### src/rtl/pf_pkg.sv
// ----------------------------------------------------------------------------
// pf_pkg
// Shared types and constants of the Playfair digraph encryptor: grid
// geometry, letter codes, configuration register indexes and the digraph
// item that travels from the front part to the back part.
// ----------------------------------------------------------------------------
`default_nettype none

package pf_pkg;

  // Grid geometry.
  localparam int GridSide  = 5;
  localparam int GridCells = GridSide * GridSide;
  localparam int LetterW   = 5;
  localparam int CoordW    = $clog2(GridSide);
  localparam int CellIdxW  = $clog2(GridCells);

  // Data widths of the configuration registers.
  localparam int CfgDataW  = 60;
  localparam int CfgIndexW = 3;
  localparam int CellsPerWord = CfgDataW / LetterW;

  typedef logic [LetterW-1:0] letter_t;
  typedef logic [CoordW-1:0]  coord_t;
  typedef letter_t [GridCells-1:0] grid_t;

  // Filler letter x.
  localparam letter_t FillerCode = letter_t'(23);

  // Reset values of the merged pair (d and l).
  localparam letter_t MergeFirstReset  = letter_t'(3);
  localparam letter_t MergeSecondReset = letter_t'(11);

  // Configuration register indexes.
  localparam logic [CfgIndexW-1:0] CfgCellsA     = 3'd0;
  localparam logic [CfgIndexW-1:0] CfgCellsB     = 3'd1;
  localparam logic [CfgIndexW-1:0] CfgCellLast   = 3'd2;
  localparam logic [CfgIndexW-1:0] CfgMergeFirst = 3'd3;
  localparam logic [CfgIndexW-1:0] CfgMergeSecnd = 3'd4;

  // One digraph waiting for encryption.
  typedef struct packed {
    letter_t first;
    letter_t second;
    logic    last;
  } digraph_t;

  // Queue status seen by both sides.
  typedef struct packed {
    logic full;
    logic empty;
  } queue_stat_t;

endpackage

`default_nettype wire

### src/rtl/pf_fifo.sv
// ----------------------------------------------------------------------------
// pf_fifo
// Short digraph queue between the front and the back part. One write and
// one read per cycle, status reported as a struct.
// ----------------------------------------------------------------------------
`default_nettype none

module pf_fifo #(
  parameter int DEPTH = 4
) (
  input  wire logic             clk_i,
  input  wire logic             rst_ni,
  input  wire logic             push_i,
  input  wire pf_pkg::digraph_t push_data_i,
  input  wire logic             pop_i,
  output pf_pkg::digraph_t      pop_data_o,
  output pf_pkg::queue_stat_t   stat_o
);

  localparam int PtrW = (DEPTH > 1) ? $clog2(DEPTH) : 1;
  localparam int CntW = $clog2(DEPTH + 1);

  pf_pkg::digraph_t mem_q [DEPTH];
  logic [PtrW-1:0]  wr_ptr_q, wr_ptr_d;
  logic [PtrW-1:0]  rd_ptr_q, rd_ptr_d;
  logic [CntW-1:0]  count_q, count_d;

  function automatic logic [PtrW-1:0] ptr_inc(logic [PtrW-1:0] p);
    logic [PtrW-1:0] r;
    if (p == PtrW'(DEPTH - 1)) begin
      r = '0;
    end else begin
      r = p + PtrW'(1);
    end
    return r;
  endfunction

  // Pointer and fill count updates.
  always_comb begin
    wr_ptr_d = push_i ? ptr_inc(wr_ptr_q) : wr_ptr_q;
    rd_ptr_d = pop_i ? ptr_inc(rd_ptr_q) : rd_ptr_q;
    count_d  = count_q;
    if (push_i && !pop_i) begin
      count_d = count_q + CntW'(1);
    end else if (!push_i && pop_i) begin
      count_d = count_q - CntW'(1);
    end
  end

  always_ff @(posedge clk_i or negedge rst_ni) begin
    if (!rst_ni) begin
      wr_ptr_q <= '0;
      rd_ptr_q <= '0;
      count_q  <= '0;
    end else begin
      wr_ptr_q <= wr_ptr_d;
      rd_ptr_q <= rd_ptr_d;
      count_q  <= count_d;
    end
  end

  // Storage, written at the tail.
  always_ff @(posedge clk_i) begin
    if (push_i) begin
      mem_q[wr_ptr_q] <= push_data_i;
    end
  end

  assign pop_data_o   = mem_q[rd_ptr_q];
  assign stat_o.full  = (count_q == CntW'(DEPTH));
  assign stat_o.empty = (count_q == '0);

endmodule

`default_nettype wire

### src/rtl/pf_front.sv
// ----------------------------------------------------------------------------
// pf_front
// Accepts plaintext letters, applies the merge rule and pairs them into
// digraphs, splitting doubled letters and padding an odd final letter with
// the filler. Finished digraphs go into the queue.
// ----------------------------------------------------------------------------
`default_nettype none

module pf_front (
  input  wire logic             clk_i,
  input  wire logic             rst_ni,
  input  wire logic             in_valid_i,
  output logic                  in_ready_o,
  input  wire pf_pkg::letter_t  in_letter_i,
  input  wire logic             in_eom_i,
  input  wire pf_pkg::letter_t  merge_first_i,
  input  wire pf_pkg::letter_t  merge_second_i,
  input  wire pf_pkg::queue_stat_t q_stat_i,
  output logic                  q_push_o,
  output pf_pkg::digraph_t      q_data_o
);

  logic             pend_valid_q, pend_valid_d;
  pf_pkg::letter_t  pend_letter_q, pend_letter_d;
  logic             extra_valid_q, extra_valid_d;
  pf_pkg::digraph_t extra_q, extra_d;

  pf_pkg::letter_t  letter_m;
  pf_pkg::letter_t  filler_m;
  logic             accept;
  logic             need_push;
  pf_pkg::digraph_t pair;

  function automatic pf_pkg::letter_t merge_letter(pf_pkg::letter_t code,
                                                   pf_pkg::letter_t first,
                                                   pf_pkg::letter_t second);
    return (code == second) ? first : code;
  endfunction

  assign letter_m   = merge_letter(in_letter_i, merge_first_i, merge_second_i);
  assign filler_m   = merge_letter(pf_pkg::FillerCode, merge_first_i, merge_second_i);
  assign in_ready_o = !extra_valid_q && !q_stat_i.full;
  assign accept     = in_valid_i && in_ready_o;

  // Pairing rules for one accepted letter.
  always_comb begin
    pend_valid_d  = pend_valid_q;
    pend_letter_d = pend_letter_q;
    extra_valid_d = extra_valid_q;
    extra_d       = extra_q;
    need_push     = 1'b0;
    pair          = '{first: pend_letter_q, second: letter_m, last: in_eom_i};

    if (accept) begin
      if (pend_valid_q) begin
        need_push = 1'b1;
        if (pend_letter_q == letter_m) begin
          // Doubled letter: close the held letter with the filler.
          pair = '{first: pend_letter_q, second: filler_m, last: 1'b0};
          if (in_eom_i) begin
            extra_valid_d = 1'b1;
            extra_d       = '{first: letter_m, second: filler_m, last: 1'b1};
            pend_valid_d  = 1'b0;
            pend_letter_d = '0;
          end else begin
            pend_letter_d = letter_m;
          end
        end else begin
          pend_valid_d  = 1'b0;
          pend_letter_d = '0;
        end
      end else if (in_eom_i) begin
        // Lone final letter is padded.
        need_push = 1'b1;
        pair      = '{first: letter_m, second: filler_m, last: 1'b1};
      end else begin
        pend_valid_d  = 1'b1;
        pend_letter_d = letter_m;
      end
    end else if (extra_valid_q && !q_stat_i.full) begin
      extra_valid_d = 1'b0;
    end
  end

  // Queue write: the held second digraph goes first when present.
  always_comb begin
    if (extra_valid_q) begin
      q_push_o = !q_stat_i.full;
      q_data_o = extra_q;
    end else begin
      q_push_o = need_push;
      q_data_o = pair;
    end
  end

  always_ff @(posedge clk_i or negedge rst_ni) begin
    if (!rst_ni) begin
      pend_valid_q  <= 1'b0;
      pend_letter_q <= '0;
      extra_valid_q <= 1'b0;
    end else begin
      pend_valid_q  <= pend_valid_d;
      pend_letter_q <= pend_letter_d;
      extra_valid_q <= extra_valid_d;
    end
  end

  always_ff @(posedge clk_i) begin
    extra_q <= extra_d;
  end

endmodule

`default_nettype wire

### src/rtl/pf_back.sv
// ----------------------------------------------------------------------------
// pf_back
// Takes digraphs from the queue, locates both letters in the grid, applies
// the Playfair shift or swap and sends the two cipher letters out one per
// transfer.
// ----------------------------------------------------------------------------
`default_nettype none

module pf_back (
  input  wire logic                clk_i,
  input  wire logic                rst_ni,
  input  wire pf_pkg::grid_t       grid_i,
  input  wire pf_pkg::queue_stat_t q_stat_i,
  input  wire pf_pkg::digraph_t    q_data_i,
  output logic                     q_pop_o,
  output logic                     out_valid_o,
  input  wire logic                out_ready_i,
  output pf_pkg::letter_t          out_letter_o,
  output logic                     out_last_o
);

  // Locate stage.
  logic           loc_valid_q, loc_valid_d;
  pf_pkg::coord_t ra_q, ca_q, rb_q, cb_q;
  logic           loc_last_q;
  pf_pkg::coord_t ra_d, ca_d, rb_d, cb_d;

  // Output stage.
  logic            out_valid_q, out_valid_d;
  logic            out_second_q, out_second_d;
  pf_pkg::letter_t code_a_q, code_b_q;
  pf_pkg::letter_t code_a_d, code_b_d;
  logic            out_last_q;

  logic           out_free;
  logic           loc_ready;
  logic           load_out;
  pf_pkg::coord_t na_r, na_c, nb_r, nb_c;

  // Highest matching cell wins; an absent letter sits at cell 0.
  function automatic void locate(pf_pkg::grid_t g, pf_pkg::letter_t code,
                                 output pf_pkg::coord_t row,
                                 output pf_pkg::coord_t col);
    row = '0;
    col = '0;
    for (int r = 0; r < pf_pkg::GridSide; r++) begin
      for (int c = 0; c < pf_pkg::GridSide; c++) begin
        if (g[r * pf_pkg::GridSide + c] == code) begin
          row = pf_pkg::coord_t'(r);
          col = pf_pkg::coord_t'(c);
        end
      end
    end
  endfunction

  function automatic pf_pkg::coord_t wrap_inc(pf_pkg::coord_t v);
    pf_pkg::coord_t r;
    if (v == pf_pkg::coord_t'(pf_pkg::GridSide - 1)) begin
      r = '0;
    end else begin
      r = v + pf_pkg::coord_t'(1);
    end
    return r;
  endfunction

  function automatic pf_pkg::letter_t cell_at(pf_pkg::grid_t g, pf_pkg::coord_t row,
                                              pf_pkg::coord_t col);
    logic [pf_pkg::CellIdxW-1:0] idx;
    idx = pf_pkg::CellIdxW'(row) * pf_pkg::CellIdxW'(pf_pkg::GridSide)
        + pf_pkg::CellIdxW'(col);
    return g[idx];
  endfunction

  // Handshake between the stages.
  assign out_free  = !out_valid_q || (out_ready_i && out_second_q);
  assign loc_ready = !loc_valid_q || out_free;
  assign load_out  = loc_valid_q && out_free;
  assign q_pop_o   = !q_stat_i.empty && loc_ready;

  // Position lookup of the digraph at the queue head.
  always_comb begin
    locate(grid_i, q_data_i.first, ra_d, ca_d);
    locate(grid_i, q_data_i.second, rb_d, cb_d);
    loc_valid_d = loc_valid_q;
    if (loc_ready) begin
      loc_valid_d = !q_stat_i.empty;
    end
  end

  // Playfair rule: same column, same row, or rectangle.
  always_comb begin
    na_r = ra_q;
    na_c = ca_q;
    nb_r = rb_q;
    nb_c = cb_q;
    if (ca_q == cb_q) begin
      na_r = wrap_inc(ra_q);
      nb_r = wrap_inc(rb_q);
    end else if (ra_q == rb_q) begin
      na_c = wrap_inc(ca_q);
      nb_c = wrap_inc(cb_q);
    end else begin
      na_c = cb_q;
      nb_c = ca_q;
    end
    code_a_d = cell_at(grid_i, na_r, na_c);
    code_b_d = cell_at(grid_i, nb_r, nb_c);
  end

  // Output register sequencing: first letter, then second letter.
  always_comb begin
    out_valid_d  = out_valid_q;
    out_second_d = out_second_q;
    if (load_out) begin
      out_valid_d  = 1'b1;
      out_second_d = 1'b0;
    end else if (out_valid_q && out_ready_i) begin
      if (out_second_q) begin
        out_valid_d = 1'b0;
      end
      out_second_d = !out_second_q;
    end
  end

  always_ff @(posedge clk_i or negedge rst_ni) begin
    if (!rst_ni) begin
      loc_valid_q  <= 1'b0;
      out_valid_q  <= 1'b0;
      out_second_q <= 1'b0;
    end else begin
      loc_valid_q  <= loc_valid_d;
      out_valid_q  <= out_valid_d;
      out_second_q <= out_second_d;
    end
  end

  always_ff @(posedge clk_i) begin
    if (q_pop_o) begin
      ra_q       <= ra_d;
      ca_q       <= ca_d;
      rb_q       <= rb_d;
      cb_q       <= cb_d;
      loc_last_q <= q_data_i.last;
    end
    if (load_out) begin
      code_a_q   <= code_a_d;
      code_b_q   <= code_b_d;
      out_last_q <= loc_last_q;
    end
  end

  assign out_valid_o  = out_valid_q;
  assign out_letter_o = out_second_q ? code_b_q : code_a_q;
  assign out_last_o   = out_second_q && out_last_q;

endmodule

`default_nettype wire

### src/rtl/playfair_digraph_encrypt.sv
// ----------------------------------------------------------------------------
// playfair_digraph_encrypt
// Streaming Playfair encryptor: pairs plaintext letters into digraphs and
// emits two cipher letters per digraph from a 5x5 grid loaded by software.
//
//   Channel   Direction  Payload
//   s_axis    in         tdata[4:0] plain_letter, tlast end_of_message
//   m_axis    out        tdata[4:0] cipher_letter, tlast final_letter
//   cfg       in         cfg_index_i register, cfg_data_i value
//
// One letter is taken per cycle unless the queue is full or a held digraph
// waits; a cipher letter leaves per cycle while m_axis_tready is high. The back
// part sends both letters of a digraph from its output register. A doubled
// letter at the end of a message produces two digraphs, and the input then
// stalls while the second one enters the queue. A digraph passes the queue,
// the locate stage and the output register. Reset clears the held letter, the
// queue and the output. The config port is always ready, one write per cycle.
// ----------------------------------------------------------------------------
`default_nettype none

module playfair_digraph_encrypt #(
  parameter int FIFO_DEPTH = 4
) (
  input  wire logic                          clk_i,
  input  wire logic                          rst_ni,
  // tdata: [4:0] plain_letter, [7:5] zero
  input  wire logic [7:0]                    s_axis_tdata,
  input  wire logic                          s_axis_tlast,
  input  wire logic                          s_axis_tvalid,
  output logic                               s_axis_tready,
  // tdata: [4:0] cipher_letter, [7:5] zero
  output logic [7:0]                         m_axis_tdata,
  output logic                               m_axis_tlast,
  output logic                               m_axis_tvalid,
  input  wire logic                          m_axis_tready,
  input  wire logic                          cfg_valid_i,
  output logic                               cfg_ready_o,
  input  wire logic [pf_pkg::CfgIndexW-1:0]  cfg_index_i,
  input  wire logic [pf_pkg::CfgDataW-1:0]   cfg_data_i
);

  logic [pf_pkg::CfgDataW-1:0] cells_a_q;
  logic [pf_pkg::CfgDataW-1:0] cells_b_q;
  pf_pkg::letter_t             cell_last_q;
  pf_pkg::letter_t             merge_first_q;
  pf_pkg::letter_t             merge_second_q;
  pf_pkg::grid_t               grid;

  pf_pkg::queue_stat_t q_stat;
  logic                q_push, q_pop;
  pf_pkg::digraph_t    q_wdata, q_rdata;
  pf_pkg::letter_t     out_letter;

  // Configuration registers.
  assign cfg_ready_o = 1'b1;

  always_ff @(posedge clk_i or negedge rst_ni) begin
    if (!rst_ni) begin
      cells_a_q      <= '0;
      cells_b_q      <= '0;
      cell_last_q    <= '0;
      merge_first_q  <= pf_pkg::MergeFirstReset;
      merge_second_q <= pf_pkg::MergeSecondReset;
    end else if (cfg_valid_i && cfg_ready_o) begin
      unique case (cfg_index_i)
        pf_pkg::CfgCellsA:     cells_a_q      <= cfg_data_i;
        pf_pkg::CfgCellsB:     cells_b_q      <= cfg_data_i;
        pf_pkg::CfgCellLast:   cell_last_q    <= cfg_data_i[pf_pkg::LetterW-1:0];
        pf_pkg::CfgMergeFirst: merge_first_q  <= cfg_data_i[pf_pkg::LetterW-1:0];
        pf_pkg::CfgMergeSecnd: merge_second_q <= cfg_data_i[pf_pkg::LetterW-1:0];
        default: ;
      endcase
    end
  end

  // Grid view of the cell registers.
  always_comb begin
    for (int n = 0; n < pf_pkg::CellsPerWord; n++) begin
      grid[n]                        = cells_a_q[n*pf_pkg::LetterW +: pf_pkg::LetterW];
      grid[n + pf_pkg::CellsPerWord] = cells_b_q[n*pf_pkg::LetterW +: pf_pkg::LetterW];
    end
    grid[pf_pkg::GridCells-1] = cell_last_q;
  end

  pf_front u_front (
    .clk_i          (clk_i),
    .rst_ni         (rst_ni),
    .in_valid_i     (s_axis_tvalid),
    .in_ready_o     (s_axis_tready),
    .in_letter_i    (s_axis_tdata[pf_pkg::LetterW-1:0]),
    .in_eom_i       (s_axis_tlast),
    .merge_first_i  (merge_first_q),
    .merge_second_i (merge_second_q),
    .q_stat_i       (q_stat),
    .q_push_o       (q_push),
    .q_data_o       (q_wdata)
  );

  pf_fifo #(
    .DEPTH (FIFO_DEPTH)
  ) u_fifo (
    .clk_i       (clk_i),
    .rst_ni      (rst_ni),
    .push_i      (q_push),
    .push_data_i (q_wdata),
    .pop_i       (q_pop),
    .pop_data_o  (q_rdata),
    .stat_o      (q_stat)
  );

  pf_back u_back (
    .clk_i        (clk_i),
    .rst_ni       (rst_ni),
    .grid_i       (grid),
    .q_stat_i     (q_stat),
    .q_data_i     (q_rdata),
    .q_pop_o      (q_pop),
    .out_valid_o  (m_axis_tvalid),
    .out_ready_i  (m_axis_tready),
    .out_letter_o (out_letter),
    .out_last_o   (m_axis_tlast)
  );

  assign m_axis_tdata = {3'b000, out_letter};

endmodule

`default_nettype wire

### config.mk
export PLATFORM = sky130hd
export DESIGN_NAME = playfair_digraph_encrypt
export DESIGN_NICKNAME = d
export VERILOG_FILES = /design/src/rtl/pf_pkg.sv /design/src/rtl/pf_fifo.sv /design/src/rtl/pf_front.sv /design/src/rtl/pf_back.sv /design/src/rtl/playfair_digraph_encrypt.sv
export SDC_FILE = /design/constraint.sdc
export NUM_CORES = 1
export LEC_CHECK = 0
export BUFFER_PORTS_ARGS = -buffer_cell sky130_fd_sc_hd__buf_4
export CAP_MARGIN = 25
export CELL_PAD_IN_SITES_DETAIL_PLACEMENT = 2
export CELL_PAD_IN_SITES_GLOBAL_PLACEMENT = 2
export CORE_MARGIN = 4
export CORE_UTILIZATION = 30
export CTS_BUF_LIST = sky130_fd_sc_hd__clkbuf_4
export CTS_CLUSTER_DIAMETER = 200
export DETAILED_ROUTE_END_ITERATION = 10
export PLACE_DENSITY_LB_ADDON = 0.1
export REMOVE_ABC_BUFFERS = 1
export SYNTH_ARGS = -nofsm -noshare
export SYNTH_HDL_FRONTEND = slang
export SYNTH_SLANG_ARGS = --single-unit
export TNS_END_PERCENT = 20
### constraint.sdc
create_clock -name clk_i -period 9.8 [get_ports clk_i]
set_clock_uncertainty 0.1 [all_clocks]
set_input_delay 0.49 -clock clk_i [delete_from_list [all_inputs] [get_ports clk_i]]
set_output_delay 0.49 -clock clk_i [all_outputs]
set_load 0.02 [all_outputs]
==> run summary <==
STA
-----------------------------------------------------------------------------------------------
Max-slew headroom at the worst pin                                                       0.2970
Setup repair after global routing missed its margin                                       false
Maximum achievable frequency                                                          207.7 MHz
Final sum of negative setup slack                                                          0 ns
Number of pins with negative max-slew slack in the final report                               0
Total of endpoints with negative setup slack in the final report                              0
Final Hold Slack                                                                     0.08992 ns
Portion of the clock cycle consumed by the worst path in the final layout                0.4912
Final Hold Violating Endpoints                                                                0
Slew at the pin closest to its max-slew limit                                          1.054 ns
Final critical-path required period                                                    4.814 ns

DRT
-----------------------------------------------------------------------------------------------
Routed WL per cell                                                                     25.17 um
Via/cell ratio                                                                            5.142
Overall routed net length                                                              54.60 mm
Initial detailed-routing violation count                                                    576
Drc violations                                                                                0
Count of vias placed by the detailed router                                               11150
Antenna-violating nets left                                                                   0
TritonRoute pass-1 iters                                                                      5

DIE
-----------------------------------------------------------------------------------------------
Top Ports                                                                                    89
Die area                                                                            55190 sq um
Chip width                                                                             234.9 um
DIE HEIGHT                                                                             234.9 um
Area of the core                                                                    50580 sq um
Row count                                                                                    82
Starting density of the core                                                             0.3054

YOSYS
-----------------------------------------------------------------------------------------------
Leading register cell type out of synthesis                                             dfrtp_1
Fraction of synthesized cell area taken by the top area cell type                        0.2381
Share of the yosys chip area belonging to registers                                      0.3982
Count of mapped cells out of synthesis                                                     1285
Most area-consuming cells after synthesis                                          dfrtp_1 24%, edfxtp_1 15%, mux4_2 11%
Netlist area before placement                                                       15450 sq um
Share of flip-flops with an asynchronous set or reset after synthesis                    0.6609
Avg Inst Size Synth                                                                 12.02 sq um
EDFF count, synth                                                                            78
Flop and latch count out of synthesis                                                       230
Largest area contributor in the netlist                                                 dfrtp_1
Synth Warn #                                                                                  0
Synth cell types                                                                             70

SETUP PATH
-----------------------------------------------------------------------------------------------
CP cell instances                                                                  xnor2_1, nand3_1, o21ai_0, o21ai_0, ha_1, ha_1, fa_1, mux4_2, nor2_1, a21oi_1
Worst Path Max Fanout                                                                        12
Worst path required time                                                               10.20 ns
Arrival time at the worst endpoint                                                      5.22 ns
Standard cell with the maximum stage delay on the critical path                            fa_1
Type of the worst setup path                                                       flop to flop
Element type at the critical path end                                                      flop
Kind of start point of the critical path                                                   flop
Largest stage delay on the critical path                                                1.09 ns

GRT
-----------------------------------------------------------------------------------------------
GR Overflow Total                                                                             0
Number of global-route vias before repair                                                 12310
Number of antenna violations at the first check in global routing                             1
First-pass GRT wire length                                                             82.99 mm
Maximum number of pins on one net before global-route repair                                 89
Total track usage                                                                        0.1988

CLOCK NETWORK
-----------------------------------------------------------------------------------------------
Clock input transition at the sequential cells of the worst setup and hold paths        0.06 ns
Clock sink count                                                                            230
Number of gates resized after cts                                                             0
TritonCTS clock tree                                                                        yes
Number of levels the H-tree was split into                                                    3
Cts bufs inserted                                                                            70
Number of buffers on the longest clock path                                                   3
Clock network latency to the later pin of the worst-skew pair                           0.80 ns
CTS Root Buffer Type                                                                   clkbuf_4

PLACE
-----------------------------------------------------------------------------------------------
Routability-driven placement congestion ratio                                            0.8216
Placed Cells incl. Taps                                                                    1986
HPWL after DPL                                                                         38.89 mm
Buffers added on ports                                                                       81

FINAL LAYOUT
-----------------------------------------------------------------------------------------------
Fin nets                                                                                   1561
Number of fillers in the final layout                                                      5336
Final Instance Count excl. Fillers                                                         2169
Top library cells by usage in the layout, fill and taps aside                      154 x xnor2_1, 149 x mux2_2, 147 x dfrtp_1
Fraction of final layout cells with drive strength greater than 1                        0.3155
Most common cell after layout, fill and taps aside                                      xnor2_1
Core utilization of the finished layout                                                  0.3591
Synth-to-layout area growth                                                              17.58%

MIN PATH
-----------------------------------------------------------------------------------------------
Worst hold path class                                                              primary input to flop

FLOW RUN
-----------------------------------------------------------------------------------------------
Number of violations of the max-capacitance limit                                             0

STATUS
-----------------------------------------------------------------------------------------------
Status                                                                             finished, final reports clean

-- flip-flops by register name (all words and copies together) (netlist names), 2 cells and up --
| name | cells |
|---|---|
| u_fifo.rd_ptr_q | 2 |
| u_back.code_a_q | 5 |
| u_back.code_b_q | 5 |
| u_back.ca_q | 3 |
| u_fifo.count_q | 3 |
| u_fifo.mem_q | 44 |
| cells_b_q | 60 |
| u_back.ra_q | 3 |
| u_fifo.wr_ptr_q | 2 |
| merge_second_q | 5 |
| cells_a_q | 60 |
| merge_first_q | 5 |
| u_front.extra_q | 10 |
| u_back.rb_q | 3 |
| u_front.pend_letter_q | 5 |
| u_back.cb_q | 3 |
| cell_last_q | 5 |
-- final cells by class --
type / instances / area [sq um] / area share
Antenna cell: 1 / 2.502 / 0.0001378
Clock buffer: 102 / 765.7 / 0.04216
Clock inverter: 15 / 146.4 / 0.008059
Inverter: 25 / 93.84 / 0.005166
Multi-Input combinational cell: 959 / 8760 / 0.4823
Sequential cell: 230 / 6152 / 0.3387
Tap cell: 672 / 840.8 / 0.04629
Timing Repair Buffer: 165 / 1403 / 0.07722
-- metal layers --
metal	share of wire	routed length, um	GRT usage
met1	0.49	26570	0.2832
met2	0.46	25170	0.3135
met3	0.034	1853	0.03483
met4	0.018	1010	0.05335
met5	0	0	0
-- worst max-delay path, delay by kind of cell (launching register included) --
| family | cells | cell delay, ns |
|---|---|---|
| flops | 1 | 0.49 |
| simple gates | 2 | 0.62 |
| mux | 1 | 0.66 |
| xor+xnor | 1 | 0.39 |
| compound gates | 3 | 0.51 |
| fa+ha+maj | 3 | 1.74 |
-- synthesized netlist by cell type (all sizes together), types with 3 or more instances --
cell type and number:
xnor2 160, mux2 150, dfrtp 147, xor2 104
edfxtp 78, mux4 78, nor2 68, nand3 61
nor3 56, nand2 48, buf 44, o21ai 34
a21oi 30, ha 30, clkbuf 29, inv 25
mux2i 25, nor2b 10, and2 9, a21o 8
a22oi 7, a31oi 7, nor4 7, or2 7
a221o 6, dfstp 5, nand4 5, o221ai 4
a211oi 3, fa 3, nor3b 3, o211ai 3
-- timing repair --
action / in CTS / in global routing
endpoints found under the hold margin: 226 / 0
endpoints found under the setup margin: 0 / 0
hold buffers: 64 / 0
buffers inserted: 0 / 0
-- cells by family after synthesis --
logic type	after synthesis	share of synthesized area
flip-flops	230	0.3982
multiplexers	253	0.2402
AO/OA/AOI/OAI	126	0.05370
other	2	0.0004861
XOR/XNOR	264	0.1526
buffers and inverters	98	0.03596
adder cells (fa/ha/maj)	33	0.02819
AND/OR/NAND/NOR	279	0.09063
-- per-stage QoR --
stage | setup slack (ns) | area, sq um
2_1_floorplan | 3.871 | 14990
6_report | 4.986 | 18160
5_1_grt | 4.675 | 18160
4_1_cts | 4.952 | 18150
3_3_place_gp | 5.014 | 16600
3_5_place_dp | 4.955 | 16600
-- path summary, 6_finish.rpt --
path / to / slack, ns / startpoint / cells after the start
setup / recovery: u_back.code_a_q[2] / 4.99 / u_back.cb_q[2] / 10
hold / removal: cells_a_q[19] / 0.09 / cfg_index_i[1] / 3
setup reg to reg: u_back.code_a_q[2] / 4.99 / u_back.cb_q[2] / 10
hold reg to reg: u_back.out_last_q / 0.37 / u_back.loc_last_q / 0
max in group asynchronous: cells_b_q[19] / 7.93 / rst_ni / 3
min in group asynchronous: cells_a_q[29] / 0.25 / rst_ni / 2
Power is not shown: default switching activity piles up to over one toggle a cycle in this logic, so the estimate is an artifact.
